[config.mk]
export PLATFORM = sky130hd
export DESIGN_NAME = double_hash_open_table
export DESIGN_NICKNAME = d
export VERILOG_FILES = /design/src/rtl/dhot_pkg.sv /design/src/rtl/dhot_div.sv /design/src/rtl/dhot_ctrl.sv /design/src/rtl/dhot_datapath.sv /design/src/rtl/double_hash_open_table.sv
export SDC_FILE = /design/constraint.sdc
export NUM_CORES = 2
export LEC_CHECK = 0
export BUFFER_PORTS_ARGS = -buffer_cell sky130_fd_sc_hd__buf_2
export CORE_MARGIN = 3
export CORE_UTILIZATION = 57
export CTS_CLUSTER_SIZE = 14
export DETAILED_ROUTE_END_ITERATION = 7
export PLACE_DENSITY_LB_ADDON = 0.25
export SYNTH_ARGS = -nofsm -noshare
export SYNTH_HDL_FRONTEND = slang
export SYNTH_SLANG_ARGS = --single-unit
export TNS_END_PERCENT = 30
[constraint.sdc]
create_clock -name clk -period 9.6 [get_ports clk]
set_input_delay 0 -clock clk [delete_from_list [all_inputs] [get_ports clk]]
set_output_delay 0 -clock clk [all_outputs]
set_load 0.05 [all_outputs]
[src/rtl/dhot_pkg.sv]
// Shared types and constants for the double-hashing hash table.
package dhot_pkg;

  localparam int KEY_W  = 32;
  localparam int CFG_W  = 7;
  localparam int SLOT_W = 6;
  // Width of modulus, remainders and probe arithmetic (m never exceeds 127).
  localparam int MOD_W  = 8;

  localparam logic [CFG_W-1:0] SLOTS_RESET = 7'd64;
  localparam logic [MOD_W-1:0] MOD_MIN     = 8'd2;

  // Remainder unit retires this many dividend bits per cycle.
  localparam int DIV_RADIX = 4;
  localparam int DIV_STEPS = KEY_W / DIV_RADIX;

  localparam logic [1:0] OP_INSERT = 2'd0;
  localparam logic [1:0] OP_SEARCH = 2'd1;
  localparam logic [1:0] OP_REMOVE = 2'd2;

  typedef enum logic [1:0] {
    ST_NEVER = 2'd0,
    ST_USED  = 2'd1,
    ST_GONE  = 2'd2
  } slot_state_t;

  typedef enum logic [2:0] {
    S_IDLE,
    S_DIV,
    S_SETUP,
    S_READ,
    S_CHECK
  } state_t;

  typedef struct packed {
    logic load;      // capture item, start remainder unit
    logic setup;     // form first probe and step
    logic rd;        // read slot at probe index
    logic adv;       // move to next probe
    logic wr;        // write slot at probe index
    logic fin_ok;    // deliver success with probe index
    logic fin_fail;  // deliver failure
  } cmd_t;

  typedef struct packed {
    logic       div_done;
    logic       free;     // slot not occupied
    logic       never;    // slot never used
    logic       match;    // slot occupied with the item's key
    logic       last;     // this probe is the m-th
    logic [1:0] op;
  } stat_t;

endpackage

[src/rtl/dhot_div.sv]
// Radix-16 restoring remainder unit: |key| mod m and |key| mod (m-1) together.
module dhot_div (
  input  logic                       clk,
  input  logic                       rst,
  input  logic                       go,
  input  logic [dhot_pkg::KEY_W-1:0] dividend,
  input  logic [dhot_pkg::MOD_W-1:0] div_a,
  input  logic [dhot_pkg::MOD_W-1:0] div_b,
  output logic [dhot_pkg::MOD_W-1:0] rem_a,
  output logic [dhot_pkg::MOD_W-1:0] rem_b,
  output logic                       done
);

  localparam int KW = dhot_pkg::KEY_W;
  localparam int MW = dhot_pkg::MOD_W;
  localparam int RX = dhot_pkg::DIV_RADIX;
  localparam int CW = $clog2(dhot_pkg::DIV_STEPS);
  localparam logic [CW-1:0] LAST_STEP = CW'(dhot_pkg::DIV_STEPS - 1);

  logic [KW-1:0] shreg;
  logic [CW-1:0] cnt;
  logic          running;
  logic [MW-1:0] rem_a_next, rem_b_next;

  // Partial remainder stays below the divisor (at most 127), so the top bit is free.
  function automatic logic [MW-1:0] rem_step(input logic [MW-1:0] r, input logic b,
                                             input logic [MW-1:0] d);
    logic [MW-1:0] t;
    t = {r[MW-2:0], b};
    return (t >= d) ? t - d : t;
  endfunction

  always_comb begin
    rem_a_next = rem_a;
    rem_b_next = rem_b;
    for (int i = 0; i < RX; i++) begin
      rem_a_next = rem_step(rem_a_next, shreg[KW-1-i], div_a);
      rem_b_next = rem_step(rem_b_next, shreg[KW-1-i], div_b);
    end
  end

  always_ff @(posedge clk) begin
    if (rst) begin
      running <= 1'b0;
      cnt     <= '0;
      done    <= 1'b0;
    end else begin
      done <= 1'b0;
      if (go) begin
        running <= 1'b1;
        cnt     <= '0;
      end else if (running) begin
        cnt <= cnt + CW'(1);
        if (cnt == LAST_STEP) begin
          running <= 1'b0;
          done    <= 1'b1;
        end
      end
    end
  end

  always_ff @(posedge clk) begin
    if (go) begin
      shreg <= dividend;
      rem_a <= '0;
      rem_b <= '0;
    end else if (running) begin
      shreg <= shreg << RX;
      rem_a <= rem_a_next;
      rem_b <= rem_b_next;
    end
  end

endmodule

[src/rtl/dhot_ctrl.sv]
// Sequencer for the hash table: hashing, probe loop and result hand-off.
module dhot_ctrl (
  input  logic             clk,
  input  logic             rst,
  input  logic             start,
  input  dhot_pkg::stat_t  stat,
  output dhot_pkg::cmd_t   cmd,
  output logic             busy
);

  dhot_pkg::state_t state, state_next;

  always_ff @(posedge clk) begin
    if (rst) begin
      state <= dhot_pkg::S_IDLE;
    end else begin
      state <= state_next;
    end
  end

  // Outputs
  always_comb begin
    cmd  = '0;
    busy = (state != dhot_pkg::S_IDLE);
    case (state)
      dhot_pkg::S_IDLE: begin
        cmd.load = start;
      end
      dhot_pkg::S_SETUP: begin
        cmd.setup = 1'b1;
      end
      dhot_pkg::S_READ: begin
        cmd.rd = 1'b1;
      end
      dhot_pkg::S_CHECK: begin
        case (stat.op)
          dhot_pkg::OP_INSERT: begin
            if (stat.free) begin
              cmd.wr     = 1'b1;
              cmd.fin_ok = 1'b1;
            end else if (stat.last) begin
              cmd.fin_fail = 1'b1;
            end else begin
              cmd.adv = 1'b1;
            end
          end
          dhot_pkg::OP_SEARCH, dhot_pkg::OP_REMOVE: begin
            if (stat.never) begin
              cmd.fin_fail = 1'b1;
            end else if (stat.match) begin
              cmd.wr     = (stat.op == dhot_pkg::OP_REMOVE);
              cmd.fin_ok = 1'b1;
            end else if (stat.last) begin
              cmd.fin_fail = 1'b1;
            end else begin
              cmd.adv = 1'b1;
            end
          end
          default: begin
            cmd.fin_fail = 1'b1;
          end
        endcase
      end
      default: begin
        cmd = '0;
      end
    endcase
  end

  // Next state
  always_comb begin
    state_next = state;
    case (state)
      dhot_pkg::S_IDLE: begin
        if (start) state_next = dhot_pkg::S_DIV;
      end
      dhot_pkg::S_DIV: begin
        if (stat.div_done) state_next = dhot_pkg::S_SETUP;
      end
      dhot_pkg::S_SETUP: begin
        state_next = dhot_pkg::S_READ;
      end
      dhot_pkg::S_READ: begin
        state_next = dhot_pkg::S_CHECK;
      end
      dhot_pkg::S_CHECK: begin
        state_next = cmd.adv ? dhot_pkg::S_READ : dhot_pkg::S_IDLE;
      end
      default: begin
        state_next = dhot_pkg::S_IDLE;
      end
    endcase
  end

`ifndef SYNTHESIS
  a_cmd_exclusive: assert property (@(posedge clk) disable iff (rst)
    $onehot0({cmd.load, cmd.setup, cmd.rd, cmd.adv, cmd.fin_ok, cmd.fin_fail}))
    else $error("more than one datapath command at once");
  a_wr_only_on_ok: assert property (@(posedge clk) disable iff (rst)
    cmd.wr |-> cmd.fin_ok)
    else $error("slot write without a successful finish");
  a_div_to_setup: assert property (@(posedge clk) disable iff (rst)
    (state == dhot_pkg::S_DIV && stat.div_done) |=> cmd.setup)
    else $error("hash remainders ready but setup not issued");
`endif

endmodule

[src/rtl/dhot_datapath.sv]
// Datapath: item registers, hash setup, probe index, slot stores, result register.
module dhot_datapath #(
  parameter int CAPACITY = 64
) (
  input  logic                        clk,
  input  logic                        rst,
  input  dhot_pkg::cmd_t              cmd,
  output dhot_pkg::stat_t             stat,
  input  logic [1:0]                  op,
  input  logic signed [dhot_pkg::KEY_W-1:0] key,
  input  logic                        cfg_wr,
  input  logic [dhot_pkg::CFG_W-1:0]  cfg_data,
  output logic                        done,
  output logic [dhot_pkg::SLOT_W-1:0] slot,
  output logic                        ok
);

  localparam int KW = dhot_pkg::KEY_W;
  localparam int MW = dhot_pkg::MOD_W;
  localparam int SW = dhot_pkg::SLOT_W;
  // The 7-bit modulus never reaches past index 126, so deeper stores are never touched.
  localparam int DEPTH = (CAPACITY < 128) ? CAPACITY : 128;
  localparam int IDX_W = $clog2(DEPTH);
  localparam logic [MW-1:0] DEPTH_M = MW'(DEPTH);

  logic [dhot_pkg::CFG_W-1:0] slots_in_use;
  logic [MW-1:0]              m_r, m_next;
  logic [1:0]                 op_r;
  logic [KW-1:0]              key_r;
  logic                       neg;
  logic [KW-1:0]              mag;
  logic [IDX_W-1:0]           j, j_next, s;
  logic [MW-1:0]              j0, s0, sum;
  logic [MW-1:0]              count;
  logic [MW-1:0]              rem_a, rem_b;
  logic                       div_done;

  logic [KW-1:0]              key_mem [DEPTH];
  logic [1:0]                 stat_mem [DEPTH];
  logic [DEPTH-1:0]           stat_valid;
  logic [KW-1:0]              rd_key;
  logic [1:0]                 rd_stat;
  logic                       rd_valid;
  logic [1:0]                 eff_stat;

  always_ff @(posedge clk) begin
    if (rst) begin
      slots_in_use <= dhot_pkg::SLOTS_RESET;
    end else if (cfg_wr) begin
      slots_in_use <= cfg_data;
    end
  end

  always_comb begin
    if (MW'(slots_in_use) < dhot_pkg::MOD_MIN) begin
      m_next = dhot_pkg::MOD_MIN;
    end else if (MW'(slots_in_use) > DEPTH_M) begin
      m_next = DEPTH_M;
    end else begin
      m_next = MW'(slots_in_use);
    end
  end

  assign mag = key[KW-1] ? (~key + KW'(1)) : key;

  dhot_div u_div (
    .clk      (clk),
    .rst      (rst),
    .go       (cmd.load),
    .dividend (mag),
    .div_a    (m_r),
    .div_b    (m_r - MW'(1)),
    .rem_a    (rem_a),
    .rem_b    (rem_b),
    .done     (div_done)
  );

  // Signed C remainders brought into range: home slot and probe step.
  always_comb begin
    j0 = (neg && rem_a != '0) ? m_r - rem_a : rem_a;
    if (!neg) begin
      s0 = rem_b + MW'(1);
    end else if (rem_b == '0) begin
      s0 = MW'(1);
    end else if (rem_b == MW'(1)) begin
      s0 = '0;  // zero step: every probe lands on the home slot
    end else begin
      s0 = m_r + MW'(1) - rem_b;
    end
  end

  always_comb begin
    sum    = MW'(j) + MW'(s);
    j_next = (sum >= m_r) ? IDX_W'(sum - m_r) : IDX_W'(sum);
  end

  always_ff @(posedge clk) begin
    if (cmd.load) begin
      op_r  <= op;
      key_r <= key;
      neg   <= key[KW-1];
      m_r   <= m_next;
    end
    if (cmd.setup) begin
      j     <= IDX_W'(j0);
      s     <= IDX_W'(s0);
      count <= '0;
    end else if (cmd.adv) begin
      j     <= j_next;
      count <= count + MW'(1);
    end
  end

  // Slot stores
  always_ff @(posedge clk) begin
    if (cmd.wr) begin
      if (op_r == dhot_pkg::OP_INSERT) begin
        key_mem[j]  <= key_r;
        stat_mem[j] <= dhot_pkg::ST_USED;
      end else begin
        key_mem[j]  <= '1;
        stat_mem[j] <= dhot_pkg::ST_GONE;
      end
    end
    if (cmd.rd) begin
      rd_key   <= key_mem[j];
      rd_stat  <= stat_mem[j];
      rd_valid <= stat_valid[j];
    end
  end

  always_ff @(posedge clk) begin
    if (rst) begin
      stat_valid <= '0;
    end else if (cmd.wr) begin
      stat_valid[j] <= 1'b1;
    end
  end

  assign eff_stat = rd_valid ? rd_stat : dhot_pkg::ST_NEVER;

  always_comb begin
    stat.div_done = div_done;
    stat.never    = (eff_stat == dhot_pkg::ST_NEVER);
    stat.free     = (eff_stat != dhot_pkg::ST_USED);
    stat.match    = (eff_stat == dhot_pkg::ST_USED) && (rd_key == key_r);
    stat.last     = ((count + MW'(1)) == m_r);
    stat.op       = op_r;
  end

  // Result register
  always_ff @(posedge clk) begin
    if (rst) begin
      done <= 1'b0;
    end else begin
      done <= cmd.fin_ok | cmd.fin_fail;
    end
  end

  always_ff @(posedge clk) begin
    if (cmd.fin_ok) begin
      slot <= SW'(j);
      ok   <= 1'b1;
    end else if (cmd.fin_fail) begin
      slot <= '0;
      ok   <= 1'b0;
    end
  end

`ifndef SYNTHESIS
  a_probe_in_range: assert property (@(posedge clk) disable iff (rst)
    cmd.rd |-> (MW'(j) < m_r))
    else $error("probe index outside the table");
  a_fail_slot_zero: assert property (@(posedge clk) disable iff (rst)
    (done && !ok) |-> (slot == '0))
    else $error("failed item carries a nonzero slot");
  a_done_follows_fin: assert property (@(posedge clk) disable iff (rst)
    (cmd.fin_ok || cmd.fin_fail) |=> done)
    else $error("finished item produced no result strobe");
`endif

endmodule

[src/rtl/double_hash_open_table.sv]
// Top level of the double-hashing open-addressed hash table.
//
// Usage: present op and key with start high; the item is taken at a rising
// edge where start is high and busy is low. busy stays high until the item
// finishes. Each item gives one result: done is high for exactly one cycle
// with slot and ok valid; the receiver has no way to hold it off. A new
// item may be started in the same cycle that done is shown.
// op 0 inserts (first free or removed slot), 1 searches, 2 removes; any
// other op gives slot 0, ok 0. On failure slot is 0.
// cfg_wr with cfg_data sets the table size m (clamped to 2..CAPACITY); write
// it only while busy is low and no result is pending.
// Sequence: after acceptance the radix-16 remainder unit forms |key| mod m
// and |key| mod (m-1); then each of the p probes (1 to m) is a registered
// read of the slot stores followed by a check, and the result register
// raises done after the last check.
// Reset: synchronous, active high; all slots read as never used at once,
// m returns to 64 (at most CAPACITY), and no result is pending.
module double_hash_open_table #(
  parameter int CAPACITY = 64
) (
  input  logic                        clk,
  input  logic                        rst,
  input  logic                        start,
  output logic                        busy,
  input  logic [1:0]                  op,
  input  logic signed [dhot_pkg::KEY_W-1:0] key,
  input  logic                        cfg_wr,
  input  logic [dhot_pkg::CFG_W-1:0]  cfg_data,
  output logic                        done,
  output logic [dhot_pkg::SLOT_W-1:0] slot,
  output logic                        ok
);

  dhot_pkg::cmd_t  cmd;
  dhot_pkg::stat_t stat;

  dhot_ctrl u_ctrl (
    .clk   (clk),
    .rst   (rst),
    .start (start),
    .stat  (stat),
    .cmd   (cmd),
    .busy  (busy)
  );

  dhot_datapath #(
    .CAPACITY (CAPACITY)
  ) u_datapath (
    .clk      (clk),
    .rst      (rst),
    .cmd      (cmd),
    .stat     (stat),
    .op       (op),
    .key      (key),
    .cfg_wr   (cfg_wr),
    .cfg_data (cfg_data),
    .done     (done),
    .slot     (slot),
    .ok       (ok)
  );

endmodule
=== Yosys cells after proc, flatten, opt, wreduce, memory -nomap -nowiden ===
Memories as Yosys holds them, arrays and structs flattened. A register that Yosys moved wholly into a read port is not among the register bits.
Index checks and enable logic that the tools add are counted.

* Logic and storage cells: 149
* Memories kept: 2
* Flip-flop bits (word level): 198
* Output and inout bits: 9
* Memory bits (writable): 2176
* Input port bits: 45

{| class="wikitable"
|+ Memories
! name !! words !! width !! rd ports !! clocked after memory_dff !! wr ports !! line !! RTL
|-
| u_datapath.key_mem || 64 || 32 || 1 || 1 || 1 || dhot_datapath.sv:38 || <nowiki>logic [KW-1:0] key_mem [DEPTH];</nowiki>
|-
| u_datapath.stat_mem || 64 || 2 || 1 || 1 || 1 || dhot_datapath.sv:39 || <nowiki>logic [1:0] stat_mem [DEPTH];</nowiki>
|}

* Order comparisons: 13
* $add $sub $neg: 18
* Equal/unequal tests: 14
* Reductions and logical operators: 17
* Bitwise logic cells: 6
* Muxes and demuxes: 58

{| class="wikitable"
|+ Operators with widths
! kind !! number
|-
| two-way mux 32 bit || 4
|-
| OR 64 bit || 1
|-
| two-way mux 6 bit || 9
|-
| two-way mux 7 bit || 7
|-
| subtractor 7 bit || 6
|-
| adder 32 x 2 -> 32 bit (second input constant) || 1
|-
| equality test 32 bit || 1
|-
| >= comparator 8 x 7 -> 1 bit || 4
|-
| >= comparator 8 bit || 4
|-
| inverter 32 bit || 1
|-
| two-way mux 1 bit || 22
|-
| subtractor 6 bit || 3
|-
| two-way mux 8 bit || 2
|-
| one-hot mux 3 bit (5 select lines) || 1
|-
| adder 6 x 1 -> 6 bit (second input constant) || 2
|-
| two-way mux 2 bit || 5
|-
| two-way mux 3 bit || 3
|-
| adder 8 x 1 -> 8 bit (second input constant) || 1
|-
| equality test 8 x 1 -> 1 bit (second input constant) || 1
|-
| equality test 8 x 7 -> 1 bit || 1
|-
| zero test 8 bit || 1
|-
| nonzero test 8 bit || 1
|-
| subtractor 7 x 1 -> 8 bit (second input constant) || 1
|-
| subtractor 8 x 7 -> 8 bit || 1
|-
| other kinds (30) || 43
|}

=== Longest topological paths before layout ===
* Word-level depth: 10
* Depth in mapped cells: 47
* Gate-level depth less buffers: 45

=== By module ===
Synthesis repeated with hierarchy kept, for this count alone.

* Cells, all modules: 5739
* Area total of the unflattened synthesis: 97003.0 um2

{| class="wikitable"
|+ By module, submodules not included
! module !! cells an instance !! area each (um2) !! instances !! sequential area each (um2)
|-
| dhot_datapath || 5142 || 91470.2 || 1 || 69786.9
|-
| dhot_div || 550 || 5168.7 || 1 || 1381.3
|-
| dhot_ctrl || 47 || 364.1 || 1 || 60.1
|}

=== Least setup slack after synthesis ===
No wires, ideal clock.

* Path type: reg-to-reg
* Start: register u_datapath.m_r[1]
* End: register u_datapath.u_div.rem_b[1] in the netlist's numbering
* Slack: 0.264 ns
* Required time: 9.505 ns
* Arrival time: 9.241 ns
* Path buffers: 2
* Cell stages (with the launch flop): 43
* Library setup time: 0.095 ns
* Clock period less this slack: 9.336 ns
* Path through: edfxtp_1 -> inv_1 -> ha_1 -> xnor2_1 -> ha_1 -> nand2b_1 -> o2bb2ai_1 -> a31oi_1 -> maj3_2 -> a21oi_1 -> o21ai_0 -> fa_1 -> a21o_1 -> a21oi_1 -> o21bai_1 -> a21oi_1 -> o21ai_0 -> nand4_1 -> (+7 left out) -> o21bai_1 -> a21oi_1 -> o21ai_0 -> o221ai_1 -> nand2_2 -> buf_2 -> mux2_1 -> ha_1 -> nor2b_1 -> o21ai_1 -> nand2b_1 -> a21o_1 -> a21o_1 -> or2_2 -> a21oi_1 -> a21oi_4 -> or4bb_1 -> o311ai_1

* Word-level cells in the longest chain between the ends: 9
* Elaborated cells between the ends (all ways): 13
* Those cells by class: add/sub: 5; order compare: 4; mux: 4

{| class="wikitable"
|+ RTL lines
! what !! line !! RTL
|-
| from (decl) || dhot_datapath.sv:27 || <nowiki>logic [MW-1:0] m_r, m_next;</nowiki>
|-
| from (signal assigned) || dhot_datapath.sv:102 || <nowiki>m_r <= m_next;</nowiki>
|-
| subtractor 7 x 1 -> 8 bit (*) || dhot_datapath.sv:72 || <nowiki>.div_b (m_r - MW'(1)),</nowiki>
|-
| subtractor 7 bit or >= comparator 8 bit (tied branches) || dhot_div.sv:30 || <nowiki>return (t >= d) ? t - d : t;</nowiki>
|-
| two-way mux 7 bit || dhot_div.sv:30 ||
|-
| subtractor 7 bit or >= comparator 8 bit (tied branches) || dhot_div.sv:30 ||
|-
| two-way mux 7 bit || dhot_div.sv:30 ||
|-
| >= comparator 8 bit or subtractor 7 bit (tied branches) || dhot_div.sv:30 ||
|-
| two-way mux 7 bit || dhot_div.sv:30 ||
|-
| subtractor 8 bit or >= comparator 8 bit (tied branches) || dhot_div.sv:30 ||
|-
| two-way mux 8 bit (*) || dhot_div.sv:30 ||
|-
| to (signal assigned) || dhot_div.sv:70 || <nowiki>rem_b <= rem_b_next;</nowiki>
|-
| to (decl) || dhot_div.sv:10 || <nowiki>output logic [dhot_pkg::MOD_W-1:0] rem_b,</nowiki>
|}

Mark *: on every way between the ends. The rest lies on a longest branch, timed or not.
A chain may end at the register's enable or synchronous reset.

=== Final worst setup path ===
* Start: register u_datapath.m_r[0]
* End: register u_datapath.u_div.rem_b[4] in the netlist's numbering

* Word-level cells in the longest chain between the ends: 9
* Elaborated cells between the ends (all ways): 13
* Those cells by class: add/sub: 5; order compare: 4; mux: 4

{| class="wikitable"
|+ RTL lines
! what !! line
|-
| subtractor 7 x 1 -> 8 bit (*) || dhot_datapath.sv:72
|-
| subtractor 7 bit or >= comparator 8 bit (tied branches) || dhot_div.sv:30
|-
| two-way mux 7 bit || dhot_div.sv:30
|-
| subtractor 7 bit or >= comparator 8 bit (tied branches) || dhot_div.sv:30
|-
| two-way mux 7 bit || dhot_div.sv:30
|-
| subtractor 7 bit or >= comparator 8 bit (tied branches) || dhot_div.sv:30
|-
| two-way mux 7 bit || dhot_div.sv:30
|-
| subtractor 8 bit or >= comparator 8 bit (tied branches) || dhot_div.sv:30
|-
| two-way mux 8 bit (*) || dhot_div.sv:30
|}

Marked as above.

==> results.md <==
* Final Util at 0.652
* Period utilization at 0.917
* Slew HR at 0.136
* Total CTS buffers at 227
* First-pass GRT wire length at 373000 microns
* Final Non-Filler Cells at 8033
* Largest net degree at the start of global routing at 100
* Primary FF master, synth: edfxtp_1
* Yosys top cell by area: edfxtp_1
* Antenna violation net count after detailed routing at 0
* Tmin final at 8800 ps
* Peak supply drop at 0.000357 V
* Cells after synthesis at 5484
* Final net count at 5844
* Skew final at 34.8 ps
* RSZ-0062 raised after global routing: false
* CTS root buf: clkbuf_16
* Place WS at 540 ps
* Synth Cell Area at 91800 sq um
* Clk buf depth at 3
* Syn. warnings at 0
* Final GP Congestion at 0.858
* Endpoints failing hold at 0
* Post-synth EDFFs at 2302
* Vias in the first global route at 52300
* WP data arrival at 9530 ps
* Hold/Removal Path Class: in -> reg
* Yosys top cell area share at 0.753
* H-tree depth at 4
* Die Width at 407 microns
* Later-pin clock latency in the skew report at 860 ps
* Critical path peak fanout at 6
* Clk slew on worst S/H paths at 60 ps
* Critical path class: reg -> reg
* Worst setup margin at 801 ps
* Slew Limit Fails at 0
* Largest stage delay, worst path at 480 ps
* Syn Nets at 5634
* Post-synthesis sequential area ratio at 0.776
* I/O pin cnt at 54
* Gr usage total at 0.307
* #FFs+latches synth at 2407
* Vias per cell at 6.92
* Most frequent cell after synthesis: edfxtp_1
* Initial DRC Count at 8610
* Fillers at 10600
* Final setup vio count at 0
* Core area at 159000 sq um
* Total Power Consumption at 25.9 mW
* Port bufs at 53
* Final hold slack at 103 ps
* Placed Area at 95500 sq um
* Peak Freq at 114 MHz
* Initial Util at 0.577
* CP most frequent cell: a21oi_1
* Antenna violations before repair at 5
* Area Growth Syn to Fin at 12.9%
* Outcome: finished, final reports clean
* Drt wl/cell at 32.3 microns
* DRC at 0
* Post-route cell area at 104000 sq um
* Post-route setup TNS at 0 ps
* Worst-Margin Slew at 1300 ps
* Die area at 166000 sq um
* Critical Path Start Type: register
* Post-DP HPWL at 140000 microns
* Yosys cell types at 81
* Layout cells sized above 1 at 0.119
* Critical Path Sink Type: register
* Via Count at 55600
* Commonest cells in the netlist: 2302 x edfxtp_1, 662 x a22oi_1, 283 x clkbuf_1
* Row count at 146
* Chip height at 407 microns
* CTS tree: built
* Syn_area_per_cell at 16.7 sq um
* Req. time, crit path at 10330 ps
* Pwr dens at 250 nW/um^2
* LEAKAGE at 32.7 nW
* # clock sinks at 2407
* GRT Residual Overflow at 0
* Initial DRT Pass Iterations at 6
* Ys async rst share at 0
* Max-Cap Viols at 0
* Area contributors post-synth: edfxtp_1 75%, a22oi_1 5.4%, dfxtp_1 2.3%
* CP max stage cell: edfxtp_1
* Placed cells at 7510
* Routed Wire Length at 259000 microns
state kept, by name, summed over array words and instances, names as in the netlist, 6 cells and up:
signal                   count
u_datapath.key_r            31
u_datapath.slots_in_use      7
u_datapath.j                 6
u_datapath.rd_key           32
u_datapath.key_mem        2048
u_datapath.count             8
u_datapath.s                 6
u_datapath.m_r               7
u_datapath.slot              6
u_datapath.stat_mem        128
u_datapath.u_div.rem_a       8
u_datapath.u_div.shreg      32
u_datapath.stat_valid       64
u_datapath.u_div.rem_b       8
worst paths after layout:
path,startpoint,end,slack [ps],cells after the start
worst max-delay path,u_datapath.m_r[0]$_SDFFCE_PP0P_,u_datapath.u_div.rem_b[4]$_SDFFE_PP0P_,800,44
worst min-delay path,key[22],u_datapath.u_div.shreg[22]$_DFFE_PP_,100,4
worst max register to register,u_datapath.m_r[0]$_SDFFCE_PP0P_,u_datapath.u_div.rem_b[4]$_SDFFE_PP0P_,800,44
worst min register to register,u_datapath.stat_valid[36]$_SDFFE_PP0P_,u_datapath.stat_valid[36]$_SDFFE_PP0P_,470,2
layout make-up:
class / instances / area [sq um] / area share
timing repair buffer: 329 / 2740 / 0.0265
clock inverter: 135 / 1170 / 0.0113
inverter: 68 / 255 / 0.00246
antenna: 3 / 7.51 / 0.0000724
clock buffer: 284 / 5980 / 0.0576
sequential: 2407 / 71200 / 0.687
multi-input combinational: 2661 / 19600 / 0.189
tap: 2146 / 2690 / 0.0259
cell families after synthesis:
logic type	count (synthesis)	synth area share
simple gates	645	0.0357
compound gates	1720	0.137
xor+xnor	145	0.0139
fa+ha+maj	107	0.0155
mux	44	0.00495
buf+inv	416	0.0171
flops	2407	0.776
cell usage in the layout (no fill, tap or decap), drive strengths merged, types with 9 or more instances in the layout:
cell and count:
or4 13, buf 232, bufinv 15, or2 39, a31oi 208, a21oi 206
fa 12, nand2b 16, a21o 29, edfxtp 2302, xor2 78, nand2 104
nand3 41, o21bai 9, dlygate4sd3 97, a22oi 662, a221oi 231, a211oi 9
o21ai 81, o31ai 12, nor3 18, nor2 208, ha 93, mux2 11
dfxtp 105, a22o 229, clkbuf 284, mux2i 33, and2 17, xnor2 67
clkinv 105, nor2b 20, nand4 86, nor4 40, inv 75
layer usage:
layer,vias up,part of all wire,track usage
met3,449,0.13,0.0717
li1,23000,-,-
met4,6,0.028,0.0913
met2,4109,0.46,0.461
met5,-,0.00013,0
met1,28000,0.39,0.452
report_power, final:
group / total, mW / internal [mW] / switching, mW
clock network: 8.64 / 4.81 / 3.83
logic: 5.56 / 2.44 / 3.12
registers: 11.7 / 11.6 / 0.0966
critical path: cells and delay by family, from the launching register on:
kind	cells	cell delay [ps]
AO/OA/AOI/OAI	20	3060
XOR/XNOR	1	170
adder cells (fa/ha/maj)	6	2000
buffers and inverters	4	610
flip-flops	1	480
multiplexers	4	1200
AND/OR/NAND/NOR	9	1140
timing repair:
item,4_1_cts,5_1_grt
hold buffers,97,0
resized for setup,0,4
hold endpoints to repair,153,0
buffers inserted,0,4
setup endpoints to repair,0,13
Note: power is estimated with default switching activity, not from simulation.
